File: src/hdl/gsmp_pkg.sv
package gsmp_pkg;

  localparam int MaxStops = 8;
  localparam int IdxW     = $clog2(MaxStops);
  localparam int CntW     = $clog2(MaxStops + 1);
  localparam int PosW     = 7;
  localparam int ChanW    = 8;
  localparam int ColorW   = 32;
  localparam int ProdW    = ChanW + PosW;
  localparam int StepW    = $clog2(ChanW);

  localparam logic [1:0] OpClear  = 2'd0;
  localparam logic [1:0] OpAdd    = 2'd1;
  localparam logic [1:0] OpSample = 2'd2;

  localparam logic [ColorW-1:0] OpaqueBlack = 32'hFF00_0000;
  localparam logic [PosW-1:0]   PctMax      = 7'd100;

  typedef struct packed {
    logic [ColorW-1:0] color;
    logic [PosW-1:0]   pos;
  } stop_t;

  typedef struct packed {
    logic            en;
    logic [IdxW-1:0] addr;
    stop_t           data;
  } ram_wr_t;

endpackage

File: src/hdl/gsmp_stop_ram.sv
module gsmp_stop_ram (
  input  logic                      clk_i,
  input  gsmp_pkg::ram_wr_t         wr_i,
  input  logic [gsmp_pkg::IdxW-1:0] rd_addr_i,
  output gsmp_pkg::stop_t           rd_data_o
);
  import gsmp_pkg::*;

  stop_t mem [MaxStops];
  stop_t rd_data_q;

  always_ff @(posedge clk_i) begin
    if (wr_i.en) begin
      mem[wr_i.addr] <= wr_i.data;
    end
    rd_data_q <= mem[rd_addr_i];
  end

  assign rd_data_o = rd_data_q;

endmodule

File: src/hdl/gsmp_div.sv
module gsmp_div (
  input  logic                       clk_i,
  input  logic                       rst_ni,
  input  logic                       start_i,
  input  logic [gsmp_pkg::ProdW-1:0] dividend_i,
  input  logic [gsmp_pkg::PosW-1:0]  divisor_i,
  output logic                       done_o,
  output logic [gsmp_pkg::ChanW-1:0] quot_o
);
  import gsmp_pkg::*;

  // restoring divider, one quotient bit per cycle; quotient known to fit ChanW bits
  logic             busy_q, done_q;
  logic [StepW-1:0] cnt_q;
  logic [PosW-1:0]  rem_q, rem_d;
  logic [ChanW-1:0] dvd_q, dvd_d;
  logic [PosW:0]    trial, diff;
  logic             ge;

  always_comb begin
    trial = {rem_q, dvd_q[ChanW-1]};
    ge    = trial >= {1'b0, divisor_i};
    diff  = trial - {1'b0, divisor_i};
    rem_d = ge ? diff[PosW-1:0] : trial[PosW-1:0];
    dvd_d = {dvd_q[ChanW-2:0], ge};
  end

  always_ff @(posedge clk_i or negedge rst_ni) begin
    if (!rst_ni) begin
      busy_q <= 1'b0;
      done_q <= 1'b0;
      cnt_q  <= '0;
    end else begin
      done_q <= 1'b0;
      if (start_i) begin
        busy_q <= 1'b1;
        cnt_q  <= '0;
      end else if (busy_q) begin
        cnt_q <= cnt_q + StepW'(1);
        if (cnt_q == StepW'(ChanW - 1)) begin
          busy_q <= 1'b0;
          done_q <= 1'b1;
        end
      end
    end
  end

  always_ff @(posedge clk_i) begin
    if (start_i) begin
      rem_q <= dividend_i[ProdW-1 -: PosW];
      dvd_q <= dividend_i[ChanW-1:0];
    end else if (busy_q) begin
      rem_q <= rem_d;
      dvd_q <= dvd_d;
    end
  end

  assign done_o = done_q;
  assign quot_o = dvd_q;

endmodule

File: src/hdl/multi_stop_gradient_sampler_core.sv
// Multi-stop gradient sampler: keeps up to MaxStops position-sorted color stops and handles
// one operation per item (clear, add stop, sample). Every item yields one result item.
// The block takes one item at a time and drops s_axis_tready while it works; a finished
// result sits in the output register, so the next item is taken while it waits. Clear and
// the unused opcode go straight to the output state. Add walks the stop memory from the top,
// moving each stop with a greater position up one slot. Sample reads the first and last
// stop, then scans one stop per cycle to the bracketing pair, then runs each of the four
// channels through the multiply state and the shared divider, then the output state.
module multi_stop_gradient_sampler_core (
  input  logic        clk_i,
  input  logic        rst_ni,
  input  logic        s_axis_tvalid,
  output logic        s_axis_tready,
  input  logic [39:0] s_axis_tdata,  // position[7:0], stop_color[39:8]
  input  logic [1:0]  s_axis_tuser,  // opcode[1:0]
  output logic        m_axis_tvalid,
  input  logic        m_axis_tready,
  output logic [31:0] m_axis_tdata,  // sampled_color[31:0]
  output logic [0:0]  m_axis_tuser   // status[0]
);
  import gsmp_pkg::*;

  localparam logic [3:0] SIdle    = 4'd0;
  localparam logic [3:0] SInsChk  = 4'd1;
  localparam logic [3:0] SInsCmp  = 4'd2;
  localparam logic [3:0] SSmpChk0 = 4'd3;
  localparam logic [3:0] SSmpChkL = 4'd4;
  localparam logic [3:0] SScan    = 4'd5;
  localparam logic [3:0] SMul     = 4'd6;
  localparam logic [3:0] SDivGo   = 4'd7;
  localparam logic [3:0] SDivWait = 4'd8;
  localparam logic [3:0] SOut     = 4'd9;

  logic [3:0]        state_q, state_d;
  logic [CntW-1:0]   total_q, total_d;
  logic [IdxW-1:0]   idx_q, idx_d;
  logic [1:0]        ch_q, ch_d;
  logic [PosW-1:0]   pos_q, pos_d;
  logic [ColorW-1:0] color_q, color_d;
  stop_t             prev_q, prev_d, hi_q, hi_d;
  logic [PosW-1:0]   span_q, span_d, off_q, off_d;
  logic [ProdW-1:0]  prod_q, prod_d;
  logic              neg_q, neg_d;
  logic [ColorW-1:0] res_q, res_d;
  logic              status_q, status_d;
  logic              out_valid_q;
  logic [ColorW-1:0] out_color_q;
  logic              out_status_q;

  ram_wr_t           ram_wr;
  logic [IdxW-1:0]   rd_addr;
  stop_t             rd_data;
  logic              div_start, div_done;
  logic [ChanW-1:0]  div_quot;

  logic              s_acc;
  logic signed [7:0] in_pos;
  logic [PosW-1:0]   in_pos_clamped;
  logic [CntW-1:0]   total_m1;
  logic [ChanW-1:0]  chan_a, chan_b, mag, chan_res;
  logic [ChanW:0]    diff, diff_neg;

  assign s_axis_tready = (state_q == SIdle);
  assign s_acc         = s_axis_tvalid && s_axis_tready;
  assign in_pos        = $signed(s_axis_tdata[7:0]);
  assign total_m1      = total_q - CntW'(1);

  always_comb begin
    if (in_pos[7]) begin
      in_pos_clamped = '0;
    end else if (in_pos[6:0] > PctMax) begin
      in_pos_clamped = PctMax;
    end else begin
      in_pos_clamped = in_pos[6:0];
    end
  end

  always_comb begin
    chan_a   = prev_q.color[ch_q*ChanW +: ChanW];
    chan_b   = hi_q.color[ch_q*ChanW +: ChanW];
    diff     = {1'b0, chan_b} - {1'b0, chan_a};
    diff_neg = -diff;
    mag      = diff[ChanW] ? diff_neg[ChanW-1:0] : diff[ChanW-1:0];
    chan_res = neg_q ? chan_a - div_quot : chan_a + div_quot;
  end

  always_comb begin
    state_d   = state_q;
    total_d   = total_q;
    idx_d     = idx_q;
    ch_d      = ch_q;
    pos_d     = pos_q;
    color_d   = color_q;
    prev_d    = prev_q;
    hi_d      = hi_q;
    span_d    = span_q;
    off_d     = off_q;
    prod_d    = prod_q;
    neg_d     = neg_q;
    res_d     = res_q;
    status_d  = status_q;
    ram_wr    = '0;
    rd_addr   = '0;
    div_start = 1'b0;
    case (state_q)
      SIdle: begin
        if (s_acc) begin
          pos_d    = in_pos_clamped;
          color_d  = s_axis_tdata[39:8];
          res_d    = '0;
          status_d = 1'b0;
          state_d  = SOut;
          case (s_axis_tuser)
            OpClear: begin
              total_d = '0;
            end
            OpAdd: begin
              if (total_q >= CntW'(MaxStops)) begin
                status_d = 1'b1;
              end else begin
                idx_d   = total_q[IdxW-1:0];
                total_d = total_q + CntW'(1);
                state_d = SInsChk;
              end
            end
            OpSample: begin
              if (total_q == '0) begin
                res_d = OpaqueBlack;
              end else begin
                state_d = SSmpChk0;
              end
            end
            default: begin
            end
          endcase
        end
      end
      SInsChk: begin
        if (idx_q == '0) begin
          ram_wr.en   = 1'b1;
          ram_wr.addr = idx_q;
          ram_wr.data = '{color: color_q, pos: pos_q};
          state_d     = SOut;
        end else begin
          rd_addr = idx_q - IdxW'(1);
          state_d = SInsCmp;
        end
      end
      SInsCmp: begin
        ram_wr.en   = 1'b1;
        ram_wr.addr = idx_q;
        if (rd_data.pos > pos_q) begin
          ram_wr.data = rd_data;
          idx_d       = idx_q - IdxW'(1);
          state_d     = SInsChk;
        end else begin
          ram_wr.data = '{color: color_q, pos: pos_q};
          state_d     = SOut;
        end
      end
      SSmpChk0: begin
        if (total_q == CntW'(1) || pos_q <= rd_data.pos) begin
          res_d   = rd_data.color;
          state_d = SOut;
        end else begin
          prev_d  = rd_data;
          rd_addr = total_m1[IdxW-1:0];
          state_d = SSmpChkL;
        end
      end
      SSmpChkL: begin
        if (pos_q >= rd_data.pos) begin
          res_d   = rd_data.color;
          state_d = SOut;
        end else begin
          idx_d   = IdxW'(1);
          rd_addr = IdxW'(1);
          state_d = SScan;
        end
      end
      SScan: begin
        if (rd_data.pos >= pos_q) begin
          hi_d   = rd_data;
          span_d = rd_data.pos - prev_q.pos;
          off_d  = pos_q - prev_q.pos;
          ch_d   = '0;
          if (rd_data.pos == prev_q.pos) begin
            res_d   = prev_q.color;
            state_d = SOut;
          end else begin
            state_d = SMul;
          end
        end else begin
          prev_d  = rd_data;
          idx_d   = idx_q + IdxW'(1);
          rd_addr = idx_q + IdxW'(1);
        end
      end
      SMul: begin
        prod_d  = {{PosW{1'b0}}, mag} * {{ChanW{1'b0}}, off_q};
        neg_d   = diff[ChanW];
        state_d = SDivGo;
      end
      SDivGo: begin
        div_start = 1'b1;
        state_d   = SDivWait;
      end
      SDivWait: begin
        if (div_done) begin
          res_d[ch_q*ChanW +: ChanW] = chan_res;
          ch_d = ch_q + 2'd1;
          state_d = (ch_q == 2'd3) ? SOut : SMul;
        end
      end
      SOut: begin
        if (!out_valid_q || m_axis_tready) begin
          state_d = SIdle;
        end
      end
      default: begin
        state_d = SIdle;
      end
    endcase
  end

  always_ff @(posedge clk_i or negedge rst_ni) begin
    if (!rst_ni) begin
      state_q     <= SIdle;
      total_q     <= '0;
      out_valid_q <= 1'b0;
    end else begin
      state_q <= state_d;
      total_q <= total_d;
      if (state_q == SOut && (!out_valid_q || m_axis_tready)) begin
        out_valid_q <= 1'b1;
      end else if (m_axis_tready) begin
        out_valid_q <= 1'b0;
      end
    end
  end

  always_ff @(posedge clk_i) begin
    idx_q    <= idx_d;
    ch_q     <= ch_d;
    pos_q    <= pos_d;
    color_q  <= color_d;
    prev_q   <= prev_d;
    hi_q     <= hi_d;
    span_q   <= span_d;
    off_q    <= off_d;
    prod_q   <= prod_d;
    neg_q    <= neg_d;
    res_q    <= res_d;
    status_q <= status_d;
    if (state_q == SOut && (!out_valid_q || m_axis_tready)) begin
      out_color_q  <= res_q;
      out_status_q <= status_q;
    end
  end

  gsmp_stop_ram u_stop_ram (
    .clk_i     (clk_i),
    .wr_i      (ram_wr),
    .rd_addr_i (rd_addr),
    .rd_data_o (rd_data)
  );

  gsmp_div u_div (
    .clk_i      (clk_i),
    .rst_ni     (rst_ni),
    .start_i    (div_start),
    .dividend_i (prod_q),
    .divisor_i  (span_q),
    .done_o     (div_done),
    .quot_o     (div_quot)
  );

  assign m_axis_tvalid = out_valid_q;
  assign m_axis_tdata  = out_color_q;
  assign m_axis_tuser  = out_status_q;

  a_total_bound: assert property (@(posedge clk_i) disable iff (!rst_ni)
    total_q <= CntW'(MaxStops))
    else $error("stop count beyond table depth");

  a_scan_in_table: assert property (@(posedge clk_i) disable iff (!rst_ni)
    state_q == SScan |-> {1'b0, idx_q} < total_q)
    else $error("segment scan past last stop");

  a_div_done_wait: assert property (@(posedge clk_i) disable iff (!rst_ni)
    div_done |-> state_q == SDivWait)
    else $error("divider finished outside wait state");

  a_full_add: assert property (@(posedge clk_i) disable iff (!rst_ni)
    s_acc && s_axis_tuser == OpAdd && total_q == CntW'(MaxStops)
    |=> state_q == SOut && status_q && $stable(total_q))
    else $error("add into full table changed state");

endmodule

File: config.mk
export PLATFORM = sky130hd
export DESIGN_NAME = multi_stop_gradient_sampler_core
export DESIGN_NICKNAME = d
export VERILOG_FILES = /design/src/hdl/gsmp_pkg.sv /design/src/hdl/gsmp_stop_ram.sv /design/src/hdl/gsmp_div.sv /design/src/hdl/multi_stop_gradient_sampler_core.sv
export SDC_FILE = /design/constraint.sdc
export NUM_CORES = 1
export LEC_CHECK = 0
export BUFFER_PORTS_ARGS = -buffer_cell sky130_fd_sc_hd__buf_2
export CAP_MARGIN = 10
export CORE_ASPECT_RATIO = 0.5
export CORE_MARGIN = 2
export CORE_UTILIZATION = 55
export DETAILED_ROUTE_END_ITERATION = 12
export PLACE_DENSITY = 0.76
export RECOVER_POWER = 100
export SLEW_MARGIN = 10
export SYNTH_ARGS = -nofsm -noshare
export SYNTH_HDL_FRONTEND = slang
export SYNTH_SLANG_ARGS = --single-unit
File: constraint.sdc
create_clock -name clk_i -period 19.7 [get_ports clk_i]
set_input_delay 3.94 -clock clk_i [delete_from_list [all_inputs] [get_ports clk_i]]
set_output_delay 3.94 -clock clk_i [all_outputs]
set_load 0.03 [all_outputs]
# == Yosys cells after proc, flatten, opt, wreduce, memory -nomap -nowiden ==
# Memories as Yosys holds them, arrays and structs flattened. A register that Yosys moved wholly into a read port is not among the register bits.
# Cells that the tools add are included.
# totals
regBits,240
output_inout_bits,35
word_cells,174
mem_bits_rw,312
memories,1
# memory_table
name,depth,word_bits,read_ports,rd_ports_with_merged_regs,write_ports,line_no,rtl
u_stop_ram.mem,8,39,1,1,1,gsmp_stop_ram.sv:9,stop_t mem [MaxStops];
# classes
n_eq_ne,29
mul,1
addsub,14
muxes,69
shifts,4
order_cmp,7
n_reduce_logical,25
# ops
op,n
32-bit two-way mux,8
32-bit case mux with 5 select lines,1
39-bit two-way mux,3
43-bit case mux with 2 select lines,1
39-bit case mux with 2 select lines,1
32-bit by 6-bit indexed part select with 8-bit output,2
4-bit two-way mux,13
43-bit two-way mux,1
4-bit case mux with 10 select lines,1
5-bit negation with 34-bit output,1
8-bit by 34-bit variable shift with 32-bit output (first input constant),1
8-bit by 34-bit indexed part select with 32-bit output,1
3-bit two-way mux,11
32-bit bitwise mux,1
8-bit two-way mux,4
7-bit two-way mux,4
3-bit case mux with 4 select lines,2
7-bit subtractor,3
2-bit != test (second input constant),10
4-bit by 3-bit == test with 1-bit output (second input constant),4
4-bit case mux with 2 select lines,2
8-bit by 7-bit multiplier with 15-bit output,1
7-bit >= comparator,2
7-bit AND reduction,2
37 further kinds,69

# == Logic depth before layout (Yosys ltp) ==
# Gate-level depths: netlist (run 1).
# depth
word_depth,7
ltp_mapped,29

# == Modules after synthesis ==
# A second synthesis (run 1) with hierarchy kept.
# unflattened
cells_unflattened,1690
hier_area_um2,26907.1
# by_module_without_submodules
module,instances,cells_each,area_each_um2
multi_stop_gradient_sampler_core,1,1055,12891.1
gsmp_stop_ram,1,503,12629.6
gsmp_div,1,132,1386.3

# == Worst setup path after synthesis (run 1) ==
# No wires, ideal clock.
# synth_timing
path_type,reg-to-reg
from,register ch_q[0]
to,register prod_q[14] (data pin)
path_stages_with_launch,27
period_less_slack_ps,7558
t_required_ps,19440
path_buffers,2
t_arrival_ps,7298
slack_ps,12142
path_cell_list,edfxtp_1 -> buf_1 -> buf_2 -> mux4_2 -> ha_1 -> nor2b_1 -> o31a_1 -> o31a_1 -> o21ai_1 -> nor3b_1 -> xnor2_1 -> nand2_1 -> fa_1 -> fa_1 -> inv_1 -> fa_1 -> inv_1 -> fa_1 -> inv_1 -> ha_1 -> nand2_1 -> o21ai_0 -> o41a_1 -> a211o_1 -> nor3_1 -> a21oi_1 -> xnor2_1
# synth_via
elab_chain_cells,5
word_cells_on_any_way,6
# synth_lines
item,line_no,rtl
from (decl),multi_stop_gradient_sampler_core.sv:37,"logic [1:0] ch_q, ch_d;"
from (signal assigned),multi_stop_gradient_sampler_core.sv:244,ch_q <= ch_d;
"32-bit by 6-bit indexed part select with 8-bit output, on equally long branches","multi_stop_gradient_sampler_core.sv:80, multi_stop_gradient_sampler_core.sv:79",
8-bit by 8-bit subtractor with 9-bit output (*),multi_stop_gradient_sampler_core.sv:81,"diff = {1'b0, chan_b} - {1'b0, chan_a};"
8-bit negation,multi_stop_gradient_sampler_core.sv:82,diff_neg = -diff;
8-bit two-way mux (*),multi_stop_gradient_sampler_core.sv:83,mag = diff[ChanW] ? diff_neg[ChanW-1:0] : diff[ChanW-1:0];
8-bit by 7-bit multiplier with 15-bit output (*),multi_stop_gradient_sampler_core.sv:200,"prod_d = {{PosW{1'b0}}, mag} * {{ChanW{1'b0}}, off_q};"
to (signal assigned),multi_stop_gradient_sampler_core.sv:251,prod_q <= prod_d;
to (decl),multi_stop_gradient_sampler_core.sv:42,"logic [ProdW-1:0] prod_q, prod_d;"
# Every way passes the cells marked *; elsewhere a longest branch is shown, timed or not.
# A chain may end at the register's enable or synchronous reset.

# == Final worst setup path (run 1) ==
# layout_timing
from,register pos_q[4]
to,register u_stop_ram.rd_data_o[8] (netlist name)
# layout_via
elab_chain_cells,4
word_cells_on_any_way,8
# layout_lines
item,line_no,rtl
from (decl),multi_stop_gradient_sampler_core.sv:38,"logic [PosW-1:0] pos_q, pos_d;"
from (signal assigned),multi_stop_gradient_sampler_core.sv:245,pos_q <= pos_d;
7-bit less-or-equal comparator,multi_stop_gradient_sampler_core.sv:162,if (total_q == CntW'(1) || pos_q <= rd_data.pos) begin
1-bit logical OR,multi_stop_gradient_sampler_core.sv:162,
3-bit two-way mux,multi_stop_gradient_sampler_core.sv:162,
3-bit case mux with 4 select lines (*),multi_stop_gradient_sampler_core.sv:105,case (state_q)
# Marked as above.

==> results of run 1 <==
==> sequential cells by signal (all words and copies together), names as in the netlist, 2 cells and up <==
register              flops
u_stop_ram.mem          312
color_q                  32
hi_q                     32
m_axis_tdata             32
pos_q                     7
state_q                   4
span_q                    7
idx_q                     3
u_div.cnt_q               3
u_div.rem_q               7
u_div.quot_o              8
prev_q                   39
u_stop_ram.rd_data_o     39
total_q                   4
res_q                    32
off_q                     7
ch_q                      2
prod_q                   15
==> per-layer routing <==
| layer | routed length (µm) | vias to the layer above |
|---|---|---|
| met5 | 13 | - |
| met4 | 895 | 2 |
| met3 | 5130 | 78 |
| met2 | 27000 | 628 |
| met1 | 26100 | 7814 |
| li1 | - | 6973 |
==> stage by stage <==
stage / util / instances / cell area, µm²
floorplan: - / 1768 / 26800
global placement: 0.577 / 2455 / 27900
detailed placement: 0.577 / 2455 / 27900
CTS: 0.612 / 2552 / 29600
global route: 0.604 / 2552 / 29200
finish: 0.604 / 2552 / 29200
==> critical path: cells and delay by family (launching register included) <==
kind | cells | cell delay, ns
compound gates | 5 | 2.25
flops | 1 | 0.42
mux | 1 | 0.96
buf+inv | 2 | 7.68
fa+ha+maj | 1 | 0.30
==> cells in the final DEF, fill, tap and decap left out, drive strengths merged, types with 5 or more instances in the layout <==
master	netlist	layout
o21a	11	11
a211oi	5	5
a221oi	40	40
mux2	5	5
bufinv	0	5
clkbuf	27	128
mux4	18	18
dfxtp	39	39
and2	29	29
a21o	9	9
o21ai	70	70
clkinv	0	23
o311ai	5	5
nand2	70	70
nor2b	45	45
o211ai	7	7
xor2	17	17
edfxtp	538	538
o22ai	5	5
mux2i	158	158
nand3	12	12
buf	39	43
a31oi	5	5
nor2	72	72
ha	94	94
nor3	13	13
a22o	89	89
a21oi	54	54
a22oi	28	28
fa	34	34
and3	9	9
xnor2	33	33
nand2b	20	20
dfrtp	14	14
inv	102	102
==> worst paths after layout <==
kind                                   startpoint                              end  slack, ns  cells past startpoint
max                        pos_q[4]$_SDFFCE_PP0P_  u_stop_ram.rd_data_o[8]$_DFF_P_       7.76                      9
min                        status_q$_SDFFCE_PN0P_           m_axis_tuser$_DFFE_PP_       0.42                      0
max reg2reg                pos_q[4]$_SDFFCE_PP0P_  u_stop_ram.rd_data_o[8]$_DFF_P_       7.76                      9
min reg2reg                status_q$_SDFFCE_PN0P_           m_axis_tuser$_DFFE_PP_       0.42                      0
max in group asynchronous                  rst_ni           state_q[3]$_DFFE_PN0P_      15.71                      1
min in group asynchronous                  rst_ni           state_q[0]$_DFFE_PN0P_       3.45                      1
==> cells by family after synthesis <==
family	Yosys count
compound gates	361
xor+xnor	50
fa+ha+maj	128
buf+inv	168
flops	591
mux	181
simple gates	289
==> layout make-up <==
type | count | area [µm²] | share of cell area
clock buffer | 67 | 1390 | 0.0475
clock inverter | 30 | 322 | 0.0110
inverter | 102 | 383 | 0.0131
multi-input combinational | 1009 | 8560 | 0.293
sequential | 591 | 17300 | 0.592
tap | 649 | 812 | 0.0278
timing repair buffer | 104 | 462 | 0.0158
==> flow_summary.ini, run 1 <==
[floorplanning]
initial_core_util = 0.554
core_area_um2 = 48400
die_width_um = 316
dieHeight_um = 160
rows = 57
io_pins = 81
dieArea_um2 = 50600

[detailed_routing]
num_vias = 15500
drtIter0Drc = 1719
first_pass_iters = 5
routedWlPerCell_um = 23.2
routed_wl_mm = 59.1
via_per_inst = 6.07
drc = 0
ant_nets = 0

[logic_synthesis]
muxShareOfSynthArea = 0.0762
syn_area_um2 = 26800
syn_area_per_cell_um2 = 15.2
yosysUniqueCellTypes = 75
synth_xor_xnor_area_share = 0.0163
yosysTopAreaCell = edfxtp_1
ys.flop_type = edfxtp_1
synthMostInstantiatedCell = edfxtp_1
synthSimpleGateAreaFrac = 0.0540
ys_ff_latch = 591
synthTopCellsByArea = edfxtp_1 (60%), mux2i_1 (5.9%), ha_1 (4.4%)
synth_compound_area_frac = 0.108
synth_warnings = 0
syn-num-nets = 1942
synth.top_cells.by_count = edfxtp_1 (538), mux2i_1 (158), inv_1 (102)
synth_cells = 1768
synth.top_cell.area_share = 0.603
synth_top_family_by_area = compound AO/OA/AOI/OAI gates
synth-seq-area-share = 0.645
synth_edf_count = 538
async_reset_ff_frac = 0.0237
yosys.area_share.adder = 0.0693

[timing]
hold-worst-slack_ns = 0.419
worst_slew_margin_rel = -6.35
fmax_mhz = 83.7
setup_slack_ns = 7.76
setup_viol_count_final = 0
hold_viol_final = 0
layout_min_cycle_time_ns = 11.94
finalCritPeriodShare = 0.606
finalMaxSlewViolations = 723
final.setup.tns_ns = 0
tightestPinTransition_ns = 11.03
grt_setup_unrepaired = false
fin_skew_ns = 0.0321

[cts]
cts-root-buf = clkbuf_16
cts_buffer_depth = 3
cts_made_buffers = 52
clock_sinks = 591
cts_tree = built
clk_latency_ns = 0.60
htreeDepth = 2
clk_pin_slew_ns = 0.07
holdBufCountCts = 0
cts_setup_buffers = 0
cts_resized = 0

[setup_path]
path_class = reg -> reg
cp_slowest_stage_delay_ns = 7.62
critPathRequiredTime_ns = 20.17
slowest_stage = clkbuf_1
worstPathArrival_ns = 12.41
crit_path_cell_trace = inv_1, ha_1, a211o_1, a21oi_1, o21ai_0, o311ai_4, clkbuf_1, mux2i_1, a221oi_1
path_max_fanout = 154
start_kind = flop
end_kind = flop

[grt]
busiest_layer = met2
grt_usage = 0.236
use_met2 = 0.368
grt_pass1_wl_mm = 91.4
overflow = 0
grt_max_degree = 155
grt_pass1_vias = 15400
grtUsageMet1 = 0.355
grt_use_met3 = 0.0395
antenna_found_initial = 1

[place]
pre_cts_ws_ns = 11.96
gp_congestion = 0.908
io_buffer_count = 80
dp_hpwl_mm = 36.7

[job]
drv_cap = 17

[worst_hold_path]
worst_hold_path_type = reg -> reg

[finish]
n_fill_cell = 3595
n_antenna_cell = 0
nNetsFinal = 2034
syn_to_final_growth_pct = 8.99
layout-drive-gt1-share = 0.0872

[run_status]
status = complete, but fails checks
failed_checks = capacitance limit, slew limit
Power of run 1 is left out: the tool's default activity adds up to more than one toggle a clock period on the data nets, which glitch-free logic cannot reach.
==> run 2: changes to the inputs <==
Settings changed: ABC_AREA from default to 1, PLACE_DENSITY 0.76 to 0.79.
Clock period 19.7 ns to 10.7 ns, I/O delays scaled along.
==> flow_summary.ini, run 2 <==
[run_status]
status = complete, but fails checks
failed_checks = capacitance limit, slew limit

[grt]
grt_max_degree = 96
grt_usage = 0.268
grt_pass1_vias = 18800
grt_pass1_wl_mm = 106
overflow = 0
antenna_found_initial = 2

[logic_synthesis]
syn_area_um2 = 27400
async_reset_ff_frac = 0.0237
synth.top_cell.area_share = 0.590
yosysUniqueCellTypes = 49
synth.top_cells.by_count = edfxtp_1 (538), nand2_1 (472), nand3_1 (456)
synth_cells = 2489
synthTopCellsByArea = edfxtp_1 (59%), nand3_1 (8.3%), nand2_1 (6.5%)
syn_area_per_cell_um2 = 11.0
synth_warnings = 0
synth_edf_count = 538
ys_ff_latch = 591
syn-num-nets = 2663
synthMostInstantiatedCell = edfxtp_1
synth-seq-area-share = 0.631
ys.flop_type = edfxtp_1
yosysTopAreaCell = edfxtp_1

[detailed_routing]
via_per_inst = 5.97
drc = 0
drtIter0Drc = 3112
num_vias = 19300
first_pass_iters = 5
routedWlPerCell_um = 21.5
ant_nets = 0
routed_wl_mm = 69.6

[cts]
clock_sinks = 591
cts_made_buffers = 51
cts_resized = 0
cts_buffer_depth = 3
holdBufCountCts = 0
clk_pin_slew_ns = 0.07
cts_setup_buffers = 0
htreeDepth = 2
cts_tree = built
cts-root-buf = clkbuf_16
clk_latency_ns = 0.61

[floorplanning]
die_width_um = 320
dieHeight_um = 162
dieArea_um2 = 51700
initial_core_util = 0.561
rows = 57
core_area_um2 = 48900
io_pins = 81

[finish]
layout-drive-gt1-share = 0.0585
final_common_cell = edfxtp_1
n_antenna_cell = 0
syn_to_final_growth_pct = 8.96
regMostFlops = u_stop_ram.mem
largest_register_ffs = 312
layout_common_cells = edfxtp_1 (538), nand2_1 (473), nand3_1 (457)
nNetsFinal = 2714

[timing]
fin_skew_ns = 0.0267
finalCritPeriodShare = 0.783
hold_viol_final = 0
setup_viol_count_final = 0
finalMaxSlewViolations = 664
tightestPinTransition_ns = 4.23
fmax_mhz = 119
worst_slew_margin_rel = -1.82
layout_min_cycle_time_ns = 8.38
grt_setup_unrepaired = false
final.setup.tns_ns = 0

[setup_path]
critPathRequiredTime_ns = 11.04
end_kind = flop
start_kind = flop
r2r-end = prod_q[11]$_DFFE_PP_
r2r_slack_ns = 2.32
path_max_fanout = 28
r2r_cells = 30
timing.critical_path.buf_inv = 7
r2r-start = ch_q[1]$_SDFFCE_PN0P_
cp_slowest_stage_delay_ns = 0.74
cp_top_family = adder cells
worstPathArrival_ns = 8.72
path_class = reg -> reg
slowest_stage = clkinv_1

[worst_hold_path]
worst_hold_path_type = reg -> reg
hp-start = status_q$_SDFFCE_PN0P_
min_path_cells = 0
worst_hold_path.endpoint = m_axis_tuser$_DFFE_PP_

[job]
drv_cap = 17

[place]
gp_congestion = 1.00
io_buffer_count = 80
dp_hpwl_mm = 43.1
[run 2: changes by cell type in the layout (fill, tap and decap cells not counted), moves of 20 or more]
cell      change
nand3_1     +445
nand2_1     +403
mux2i_1     -158
inv_1       +148
a22o_1       -89
nor2_1       +61
nor2b_1      -45
a221oi_1     -33
o22ai_1      +33
o21ai_0      +21
and2_1       -20
nand2b_1     -20
[run 2: cell type report]
| cell class | count | area [µm²] |
|---|---|---|
| clock buffer | 73 | 1410 |
| clock inverter | 23 | 246 |
| fill | 3690 | 19000 |
| inverter | 263 | 987 |
| multi-input combinational | 1527 | 8630 |
| sequential | 591 | 17300 |
| tap | 649 | 812 |
| timing repair buffer | 106 | 485 |
[run 2: how the worst max path moves through the flow]
stage	from	endpoint	slack (ns)	cells past startpoint
finish	ch_q[1]$_SDFFCE_PN0P_	prod_q[11]$_DFFE_PP_	2.32	30
global route	ch_q[1]$_SDFFCE_PN0P_	prod_q[11]$_DFFE_PP_	1.69	30
CTS	ch_q[1]$_SDFFCE_PN0P_	prod_q[11]$_DFFE_PP_	2.75	30
detailed placement	ch_q[1]$_SDFFCE_PN0P_	prod_q[11]$_DFFE_PP_	2.75	30
global placement	ch_q[1]$_SDFFCE_PN0P_	prod_q[11]$_DFFE_PP_	3.05	30
floorplan	ch_q[0]$_SDFFCE_PN0P_	prod_q[11]$_DFFE_PP_	4.25	33
[run 2: logic make-up (layout without fill, tap and decap cells)]
group                      after synthesis  count (layout)  synth area share
DFF                                    591             591             0.631
and+or+nand+nor                       1105            1105             0.178
buffers and inverters                  371             465            0.0556
xor gates and xnor gates                45              45            0.0144
adders and majority gates              128             128            0.0678
AOI/OAI and AO/OA                      249             249            0.0537
[run 2: through the flow]
step | hold slack, ns | util | setup slack [ns] | cells | cell area (µm²)
after detailed placement | 0.432 | 0.581 | 2.75 | 3136 | 28400
final | 0.442 | 0.611 | 2.32 | 3232 | 29900
after global placement | 0.402 | 0.581 | 3.05 | 3136 | 28400
after floorplan | 0.400 | - | 4.25 | 2489 | 27400
after CTS | 0.446 | 0.615 | 2.75 | 3232 | 30000
after global routing | 0.463 | 0.611 | 1.69 | 3232 | 29900
[run 2: layer usage]
metal,vias to the layer above,track usage,wire length [µm]
met1,9275,0.380,28100
li1,8785,-,-
met5,-,0,18
met3,136,0.0599,8160
met2,1097,0.418,31600
met4,2,0.0795,1760
Power of run 2 is left out for the same reason.
